===== src/hw/rtl/clas_pkg.sv =====
// ----------------------------------------------------------------------------
// clas_pkg: shared types and constants for the command line argument splitter
// Holds the input and result word layouts and the special code units.
// ----------------------------------------------------------------------------
package clas_pkg;

    // special UTF-16 code units
    localparam logic [15:0] CU_SPACE  = 16'h0020;
    localparam logic [15:0] CU_TAB    = 16'h0009;
    localparam logic [15:0] CU_QUOTE  = 16'h0022;
    localparam logic [15:0] CU_BSLASH = 16'h005C;

    // saturation limit of the backslash run
    localparam logic [15:0] RUN_MAX = 16'hFFFF;

    // input word: one code unit or the end-of-line mark
    typedef struct packed {
        logic [15:0] code_unit;
        logic        line_end;
    } t_in_word;

    // result word: backslashes, optional char, end marks
    typedef struct packed {
        logic [15:0] backslash_count;
        logic        has_char;
        logic [15:0] out_char;
        logic        arg_done;
        logic        line_done;
    } t_out_word;

endpackage


===== src/hw/rtl/clas_stream_if.sv =====
// ----------------------------------------------------------------------------
// clas_stream_if: valid/ready stream channel
// Carries one payload word per handshake; source drives, sink accepts.
// ----------------------------------------------------------------------------
interface clas_stream_if #(
    parameter type T = logic
);
    logic valid;
    logic ready;
    T     data;

    modport source (output valid, output data, input ready);
    modport sink   (input valid, input data, output ready);
endinterface


===== src/hw/rtl/command_line_argument_splitter.sv =====
// ----------------------------------------------------------------------------
// command_line_argument_splitter: MSVCRT-style argument splitting
//
// i_in carries one word per handshake: a UTF-16 code unit, or line_end = 1
// to close the command line. o_out carries result words: a count of literal
// backslashes to append, an optional character, and end-of-argument and
// end-of-line marks. A word that appends and ends nothing gives no result.
//
// Throughput: one input word per cycle while the skid entry is empty. The
// parse step is a single layer of compare/select logic on the parser state
// (quote flags, open flag and the 16-bit backslash run), so state is ready
// for the next word each cycle. A result is registered in the output
// register, or in the one skid entry while the receiver stalls; i_in.ready
// drops only while the skid entry is full.
//
// Reset (i_rst_n low, synchronous) clears the parser state and empties the
// output stages. An end-of-line word also returns the parser to reset state.
// ----------------------------------------------------------------------------
module command_line_argument_splitter
    import clas_pkg::*;
(
    input  logic         i_clk,
    input  logic         i_rst_n,
    clas_stream_if.sink   i_in,
    clas_stream_if.source o_out
);

    // parser state
    logic        r_quoted, n_quoted;
    logic        r_qpend,  n_qpend;
    logic        r_arg_open, n_arg_open;
    logic [15:0] r_run,    n_run;

    // output stage and skid entry
    logic        r_out_v, r_skid_v;
    t_out_word   r_out,   r_skid;

    logic        in_acc;
    logic        out_take;
    logic        res_v;
    t_out_word   res;

    logic [15:0] cu;
    logic        is_ws;
    logic        quoted1;
    logic        quoted2;

    assign in_acc   = i_in.valid && i_in.ready;
    assign out_take = r_out_v && o_out.ready;
    assign i_in.ready  = !r_skid_v;
    assign o_out.valid = r_out_v;
    assign o_out.data  = r_out;

    assign cu      = i_in.data.code_unit;
    assign is_ws   = (cu == CU_SPACE) || (cu == CU_TAB);
    // a held quote that is not doubled closes the quoted section
    assign quoted1 = r_qpend ? 1'b0 : r_quoted;
    // a new argument always starts unquoted
    assign quoted2 = r_arg_open ? quoted1 : 1'b0;

    // one parse step
    always_comb begin
        n_quoted   = r_quoted;
        n_qpend    = r_qpend;
        n_arg_open = r_arg_open;
        n_run      = r_run;
        res_v      = 1'b0;
        res        = '0;

        priority if (i_in.data.line_end) begin
            res_v                 = 1'b1;
            res.backslash_count   = r_run;
            res.arg_done          = r_arg_open;
            res.line_done         = 1'b1;
            n_quoted              = 1'b0;
            n_qpend               = 1'b0;
            n_arg_open            = 1'b0;
            n_run                 = '0;
        end else if (r_qpend && cu == CU_QUOTE) begin
            // doubled quote inside quotes: literal quote, stay quoted
            n_qpend      = 1'b0;
            res_v        = 1'b1;
            res.has_char = 1'b1;
            res.out_char = CU_QUOTE;
        end else if (r_run != '0 && cu == CU_BSLASH) begin
            n_qpend  = 1'b0;
            n_quoted = quoted1;
            if (r_run != RUN_MAX) begin
                n_run = r_run + 16'd1;
            end
        end else if (r_run != '0 && cu == CU_QUOTE) begin
            // backslashes before a quote: halve, parity picks the meaning
            n_qpend             = 1'b0;
            n_run               = '0;
            res_v               = 1'b1;
            res.backslash_count = {1'b0, r_run[15:1]};
            if (r_run[0]) begin
                n_quoted     = quoted1;
                res.has_char = 1'b1;
                res.out_char = CU_QUOTE;
            end else begin
                n_quoted = !quoted1;
            end
        end else if (!r_arg_open && is_ws) begin
            // separator between arguments
            n_qpend  = 1'b0;
            n_quoted = quoted1;
            n_run    = '0;
        end else begin
            n_qpend    = 1'b0;
            n_quoted   = quoted2;
            n_arg_open = 1'b1;
            n_run      = '0;
            priority if (!quoted2 && is_ws) begin
                n_arg_open          = 1'b0;
                res_v               = 1'b1;
                res.backslash_count = r_run;
                res.arg_done        = 1'b1;
            end else if (cu == CU_BSLASH) begin
                n_run = 16'd1;
            end else if (cu == CU_QUOTE) begin
                if (quoted2) begin
                    n_qpend = 1'b1;
                end else begin
                    n_quoted = 1'b1;
                end
            end else begin
                res_v               = 1'b1;
                res.backslash_count = r_run;
                res.has_char        = 1'b1;
                res.out_char        = cu;
            end
        end
    end

    // parser state registers
    always_ff @(posedge i_clk) begin
        if (!i_rst_n) begin
            r_quoted   <= 1'b0;
            r_qpend    <= 1'b0;
            r_arg_open <= 1'b0;
            r_run      <= '0;
        end else if (in_acc) begin
            r_quoted   <= n_quoted;
            r_qpend    <= n_qpend;
            r_arg_open <= n_arg_open;
            r_run      <= n_run;
        end
    end

    // output register with one skid entry
    always_ff @(posedge i_clk) begin
        if (!i_rst_n) begin
            r_out_v  <= 1'b0;
            r_skid_v <= 1'b0;
        end else if (r_skid_v) begin
            if (out_take) begin
                r_out_v  <= 1'b1;
                r_skid_v <= 1'b0;
            end
        end else if (in_acc && res_v) begin
            if (!r_out_v || out_take) begin
                r_out_v <= 1'b1;
            end else begin
                r_skid_v <= 1'b1;
            end
        end else if (out_take) begin
            r_out_v <= 1'b0;
        end
    end

    // output payload
    always_ff @(posedge i_clk) begin
        if (r_skid_v) begin
            if (out_take) begin
                r_out <= r_skid;
            end
        end else if (in_acc && res_v) begin
            if (!r_out_v || out_take) begin
                r_out <= res;
            end else begin
                r_skid <= res;
            end
        end
    end

    // skid entry is only used behind a full output register
    a_skid_behind_out: assert property (@(posedge i_clk) disable iff (!i_rst_n)
        r_skid_v |-> r_out_v)
        else $error("skid entry valid while output register empty");

    // a held quote only exists inside quotes, with no backslash run open
    a_qpend_quoted: assert property (@(posedge i_clk) disable iff (!i_rst_n)
        r_qpend |-> (r_quoted && r_run == '0))
        else $error("pending quote outside quotes or with open run");

    // an open backslash run belongs to an open argument
    a_run_in_arg: assert property (@(posedge i_clk) disable iff (!i_rst_n)
        (r_run != '0) |-> r_arg_open)
        else $error("backslash run outside an argument");

    // end of line returns the parser to reset state
    a_line_end_clear: assert property (@(posedge i_clk) disable iff (!i_rst_n)
        (in_acc && i_in.data.line_end) |=>
            (!r_quoted && !r_qpend && !r_arg_open && r_run == '0))
        else $error("parser state not cleared after end of line");

endmodule


===== src/flat_wrapper.sv =====
// flat-port wrapper written by rule: the top's interface ports become plain ports
module command_line_argument_splitter_flat import clas_pkg::*;
  (i_clk, i_rst_n, i_in_valid, i_in_data, i_in_ready, o_out_valid, o_out_data, o_out_ready);
  clas_stream_if #(.T(t_in_word)) i_in_i ();
  clas_stream_if #(.T(t_out_word)) o_out_i ();
  input  logic i_clk;
  input  logic i_rst_n;
  input wire logic [$bits(i_in_i.valid)-1:0] i_in_valid;
  input wire logic [$bits(i_in_i.data)-1:0] i_in_data;
  output wire logic [$bits(i_in_i.ready)-1:0] i_in_ready;
  output wire logic [$bits(o_out_i.valid)-1:0] o_out_valid;
  output wire logic [$bits(o_out_i.data)-1:0] o_out_data;
  input wire logic [$bits(o_out_i.ready)-1:0] o_out_ready;
  assign i_in_i.valid = i_in_valid;
  assign i_in_i.data = i_in_data;
  assign i_in_ready = i_in_i.ready;
  assign o_out_valid = o_out_i.valid;
  assign o_out_data = o_out_i.data;
  assign o_out_i.ready = o_out_ready;
  command_line_argument_splitter u_core (.i_clk(i_clk), .i_rst_n(i_rst_n), .i_in(i_in_i), .o_out(o_out_i));
endmodule

===== config.mk =====
export PLATFORM = sky130hd
export DESIGN_NAME = command_line_argument_splitter_flat
export DESIGN_NICKNAME = d
export VERILOG_FILES = /design/src/hw/rtl/clas_pkg.sv /design/src/hw/rtl/clas_stream_if.sv /design/src/hw/rtl/command_line_argument_splitter.sv /design/src/flat_wrapper.sv
export SDC_FILE = /design/constraint.sdc
export NUM_CORES = 1
export LEC_CHECK = 0
export BUFFER_PORTS_ARGS = -buffer_cell sky130_fd_sc_hd__buf_2
export CELL_PAD_IN_SITES_DETAIL_PLACEMENT = 1
export CELL_PAD_IN_SITES_GLOBAL_PLACEMENT = 1
export CORE_AREA = 2 2 123 125
export DETAILED_ROUTE_END_ITERATION = 10
export DIE_AREA = 0 0 125 127
export PLACE_DENSITY_LB_ADDON = 0.1
export SYNTH_ARGS = -nofsm -noshare
export SYNTH_HDL_FRONTEND = slang
export SYNTH_SLANG_ARGS = --single-unit

===== constraint.sdc =====
create_clock -name i_clk -period 10.5 [get_ports i_clk]
set_input_delay 1.05 -clock i_clk [delete_from_list [all_inputs] [get_ports i_clk]]
set_output_delay 1.05 -clock i_clk [all_outputs]
set_load 0.01 [all_outputs]

# After elaboration in Yosys (flattened, before gate mapping)
# Cells that the tools add are included.
# classes
addsub	1
n_eq_ne	12
muxes	72
bitwise	2
n_reduce_logical	25
# ops
operator	count
$mux W16	10
$mux W35	4
$mux W33	3
$mux W17	4
$mux W34	2
$mux W1	49
$eq A16 B6 Y1 const B	2
$add A16 B1 Y16 const B	1
$eq A16 B4 Y1 const B	1
$eq A16 B7 Y1 const B	1
$ne A16 B16 Y1 const B	1
$reduce_bool A16 Y1	1
$reduce_and A3 Y1	4
$ne A2 B2 Y1 const B	5
$logic_and A1 B1 Y1	8
$reduce_bool A2 Y1	3
$logic_not A1 Y1	5
$reduce_and A5 Y1	1
$ne A3 B2 Y1 const B	1
$ne A3 B3 Y1 const B	1
$logic_or A1 B1 Y1	2
$not A1 Y1	2
$reduce_and A2 Y1	1
# totals
ff_bits	91
inputBits	21
elab_cells	128

# Depth between registers and ports, before layout
# depth
depth_word	13
ltp_mapped	10

# Worst setup path after synthesis
# Ideal clock, no wire load.
# synth_timing
path_kind	input port to flip-flop
from	in i_in_data[4]
to	reg u_core.r_skid[0] in the netlist's numbering (enable)
setup_ns	0.479
arrival_ns	5.078
t_required_ns	10.021
path_slack_ns	4.943
stages	7
path_cell_list	nor4b_1 -> a32oi_1 -> nor4_1 -> o21ai_1 -> clkbuf_1 -> o21ai_0 -> nor3b_1
# synth_via
elab_chain_cells	11
word_cells_on_any_way	20
cone_classes	4 x eq/ne; 8 x mux; 8 x reduce/logical
# synth_rtl
element	line_no	source
start: declaration	flat_wrapper.sv:9	input wire logic [$bits(i_in_i.data)-1:0] i_in_data;
$eq A16 B6 Y1, or another cell as far along	command_line_argument_splitter.sv:79, command_line_argument_splitter.sv:91, command_line_argument_splitter.sv:121	
$mux W1 / $logic_or A1 B1 Y1 (equally long branches)	command_line_argument_splitter.sv:121, command_line_argument_splitter.sv:55	
$mux W1 / $logic_and A1 B1 Y1 (equally long branches)	command_line_argument_splitter.sv:119, command_line_argument_splitter.sv:114	
$mux W1	command_line_argument_splitter.sv:114	priority if (!quoted2 && is_ws) begin
$mux W1	command_line_argument_splitter.sv:104	end else if (!r_arg_open && is_ws) begin
$mux W1	command_line_argument_splitter.sv:91	end else if (r_run != '0 && cu == CU_QUOTE) begin
$mux W1	command_line_argument_splitter.sv:85	end else if (r_run != '0 && cu == CU_BSLASH) begin
$mux W1 *	command_line_argument_splitter.sv:79	end else if (r_qpend && cu == CU_QUOTE) begin
$mux W1 *	command_line_argument_splitter.sv:70	priority if (i_in.data.line_end) begin
$logic_and A1 B1 Y1 *	command_line_argument_splitter.sv:178	end else if (in_acc && res_v) begin
$reduce_and A3 Y1 (no line) *	-	
end signal: assignment	command_line_argument_splitter.sv:182	r_skid <= res;
end: declaration	command_line_argument_splitter.sv:36	t_out_word r_out, r_skid;
# Every way passes the cells marked *; elsewhere a longest branch is shown, timed or not.
# A chain may end at the register's enable or synchronous reset.

# Final worst setup path
# layout_timing
from	in i_in_data[14]
to	reg u_core.r_skid[24] in the netlist's numbering (enable)
# The elaborated chain is that of the path after synthesis.

==> results <==
- The repair_antennas step left the layout with diodes totalling 0.
- The horizontal die dimension is about 130 µm.
- The actual slew at the worst max-slew pin is 0.930 ns.
- The total length of routed wires is 10300 µm.
- The die area is between 15000 and 20000 µm².
- The flow ran to the end, and the final reports show no timing, DRC or antenna violations.
- Derived from the worst setup path, the maximum achievable clock frequency is roughly 270 MHz.
- The maximum number of pins on one net before global-route repair is 38.
- The post-route netlist has 32.3% of its cells at a drive strength greater than 1.
- The detail-routed via count per cell is approximately 5.1.
- Counting flops with an async set or reset pin after synthesis yields a share of 0%.
- The worst hold-check slack is just under 0.5 ns.
- Setup slack on the worst reg-to-reg path comes out at between 7 and 8 ns.
- For this design the ratio of total power to cell area is ~160 nW/µm².
- The critical path's top delay family is simple AND/OR/NAND/NOR gates.
- In this run the worst setup path begins at i_in_data[14].
- The headroom to the max-slew limit is 37.4%.
- The initial antenna violation count came to 0.
- The number of clock sinks is roughly 90.
- The cell count of the worst reg-to-reg path is 6.
- The count of flip-flops with a built-in enable after synthesis is 70.
- The endpoint identified for the worst register-to-register timing path is u_core.r_run[15].
- The count of nets left with antenna violations once routing finished came out at 0.
- The tree is rooted in a sky130_fd_sc_hd__clkbuf_16.
- Data on the critical path arrives at its endpoint at about 3.6 ns.
- The synthesized netlist contains between 50 and 60 unique library cells.
- The number of cells on the critical path is 8.
- The number of post-CTS setup repair buffers is 0.
- Detailed placement finished with a half-perimeter wire length of around 7200 µm.
- The worst setup skew after layout is 0.00860 ns.
- The core area is 14400 µm².
- The count of mapped cells out of synthesis is between 300 and 400.
- For this run, design rule violations remaining after detail routing come to 0.
- In this run, the number of DRC markers left after iteration 0 of detailed routing was 120.
- The critical path capture point is u_core.r_skid[24].
- The number of register bits inferred by synthesis is 91.
- For this configuration, the core starts out at a cell density of around 30%.
- The signed area change from the synthesized netlist to the final layout is 17.2%.
- The minimum clock period is about 3.6 ns.
- The critical path goes through buf_2 > nor4_1 > nand2_1 > nor3_1 > o21a_1 > o21ai_0 > nor3b_2 > buf_4.
- The sum of buffers and inverters on the critical path is 2.
- The number of top-level pins is between 50 and 60.
- Setup repair after global routing left no endpoint under its margin.
- The H-tree was split into 3 levels.
- The final setup violation count is 0.
- The congestion estimate from routability-driven global placement came to between 0.7 and 0.8.
- For the worst-skew pair, the clock arrives at the later sink with an insertion delay of 0.35 ns.
- The setup TNS after final layout is 0 ns.
- The worst-case IR drop observed on VDD is between 0.00006 and 0.00007 V.
- The number of clock buffers added by TritonCTS is 9.
- The via count of the first global-routing pass is between 3000 and 4000.
- Global routing used 13.6% of the available tracks.
- TritonCTS built the clock tree.
- By instance count, the leading cell after synthesis is sky130_fd_sc_hd__edfxtp_1.
- Detailed routing inserted a total of between 2000 and 3000 vias.
- The netlist area before placement is between 4000 and 5000 µm².
- The first global-routing pass estimated 16900 µm of wire.
- At the worst endpoint, the required time is around 10 ns.
- The top flip-flop cell by instance count after synthesis is sky130_fd_sc_hd__edfxtp_1.
- In the final routed layout, each cell accounts on average for about 18 µm.
- The largest total area in the synthesized netlist belongs to sky130_fd_sc_hd__edfxtp_1.
- At the end of the flow, the number of nets in the layout was ~420.
- The worst setup path is captured at a register.
- The type of the most critical hold path is register to register.
- On the critical path, the stage with the largest delay is an instance of sky130_fd_sc_hd__nor4_1.
- The y dimension of the die is approximately 130 µm.
- The row count is 44.
- The category of the most critical setup path is input port to register.
- Each instance of the synthesized netlist takes up on average around 12 µm².
- The final count of pins violating max slew is 0.
- The part of the Yosys area used for sequential elements is about three fifths.
- Ranked by instance count, the synthesized netlist is headed by sky130_fd_sc_hd__edfxtp_1, sky130_fd_sc_hd__mux2_2, sky130_fd_sc_hd__nand2_1.
- The clock edge transition at the registers on the reported setup and hold paths is 0.06 ns.
- Before antenna repair, the detailed router went through 4 iterations.
- The count of input and output buffers is between 50 and 60.
- Dividing the final minimum period by the clock period gives approximately a third.
- The net count after synthesis is about 370.
- No sink is reached through more buffers than the 2 on the longest clock path.
- Ranked by total cell area, the synthesized netlist is headed by sky130_fd_sc_hd__edfxtp_1, sky130_fd_sc_hd__dfxtp_1, sky130_fd_sc_hd__mux2_2.
- The area fraction of the dominant cell type after synthesis is slightly below 50%.
- The number of hold-repair buffers added at the cts stage is 0.
- The launching element type of the critical path is an input port.
- On the worst path, the slowest cell contributes a delay of about 0.80 ns.
- For this run the aggregate overflow at the end of global routing stands at 0.
- The number of max-cap violations is 0.
- The total of cells resized after clock tree synthesis is 0.
- The worst register-to-register path begins at u_core.r_skid_v.
- The top fanout value on the critical path is 35.
- The static leakage power is 1.71 nW.
- The number of hold violations in the final report is 0.
- The count of yosys warnings during synthesis is 0.
[flip-flops by register name (all words and copies together) (netlist names)]
register,flops
u_core.o_out.valid,1
u_core.r_skid_v,1
u_core.r_quoted,1
u_core.r_arg_open,1
u_core.r_qpend,1
u_core.o_out.data,35
u_core.r_run,16
u_core.r_skid,35
[final cells by class]
type	instances	area, µm²
fill	1611	9430
clock buffer	9	225
clock inverter	7	50.0
inverter	11	41.3
sequential	91	2520
tap	184	230
multi-input combinational	224	1610
timing repair buffer	61	315
[power by group]
group / internal (mW) / switching, mW
combinational: 0.0241 / 0.0375
sequential: 0.406 / 0.00561
clock: 0.161 / 0.145
[worst reg2reg max path, delay by kind of cell (launching register included)]
kind | cells | cell delay [ns]
simple gates | 2 | 1.01
flops | 1 | 0.45
compound gates | 3 | 0.88
buf+inv | 1 | 0.67
[cell families after synthesis]
| family | after synthesis | synth area share (%) |
|---|---|---|
| muxes | 30 | 7.92 |
| buffers and inverters | 30 | 3.26 |
| adders and majority gates | 2 | 0.587 |
| and+or+nand+nor | 113 | 15.1 |
| xor gates and xnor gates | 3 | 0.616 |
| DFF | 91 | 59.1 |
| AOI/OAI and AO/OA | 76 | 13.4 |
[placed cells by master (no fill, tap or decap), drive strengths merged, types with 2 or more instances in the layout]
| cell | n |
|---|---|
| a21oi | 19 |
| a22o | 14 |
| a22oi | 2 |
| a31oi | 3 |
| and2 | 17 |
| and4 | 2 |
| buf | 61 |
| clkbuf | 9 |
| clkinv | 3 |
| clkinvlp | 2 |
| dfxtp | 21 |
| edfxtp | 70 |
| ha | 2 |
| inv | 13 |
| mux2 | 30 |
| nand2 | 29 |
| nand2b | 2 |
| nand3 | 9 |
| nand4 | 8 |
| nor2 | 7 |
| nor2b | 4 |
| nor3 | 9 |
| nor4 | 7 |
| nor4b | 3 |
| o21a | 3 |
| o21ai | 15 |
| o311ai | 3 |
| o31ai | 9 |
| or3 | 3 |
| or4 | 9 |
| xor2 | 2 |
[worst min-delay path by stage]
| stage | from | endpoint | slack (ns) | cells past startpoint |
|---|---|---|---|---|
| after detailed placement | u_core.r_quoted | u_core.r_quoted | 0.49 | 2 |
| after CTS | u_core.r_quoted | u_core.r_quoted | 0.50 | 2 |
| after floorplan | u_core.r_quoted | u_core.r_quoted | 0.45 | 2 |
| final | u_core.r_quoted | u_core.r_quoted | 0.49 | 2 |
| after global routing | u_core.r_quoted | u_core.r_quoted | 0.52 | 2 |
| after global placement | u_core.r_quoted | u_core.r_quoted | 0.47 | 2 |
[per-stage QoR]
step           std cells  power [mW]  setup slack [ns]  util [%]  instance area, µm²
3_5_place_dp         571       0.484              6.43      32.7                4720
2_1_floorplan        345       0.456              4.94         -                4270
4_1_cts              587       0.791              6.80      34.7                5000
3_3_place_gp         571       0.483              6.55      32.7                4720
5_1_grt              587       0.811              6.55      34.7                5000
6_report             587       0.780              6.85      34.7                5000
[routing by layer]
| metal | part of all wire, % | vias up | global-route usage [%] |
|---|---|---|---|
| met5 | 0 | - | 0 |
| met4 | 2.1 | 0 | 6.21 |
| met3 | 3.3 | 14 | 2.81 |
| met2 | 45 | 48 | 20.5 |
| met1 | 50 | 1476 | 18.8 |
| li1 | - | 1439 | - |
No activity file was read; power rests on OpenSTA's default activity.
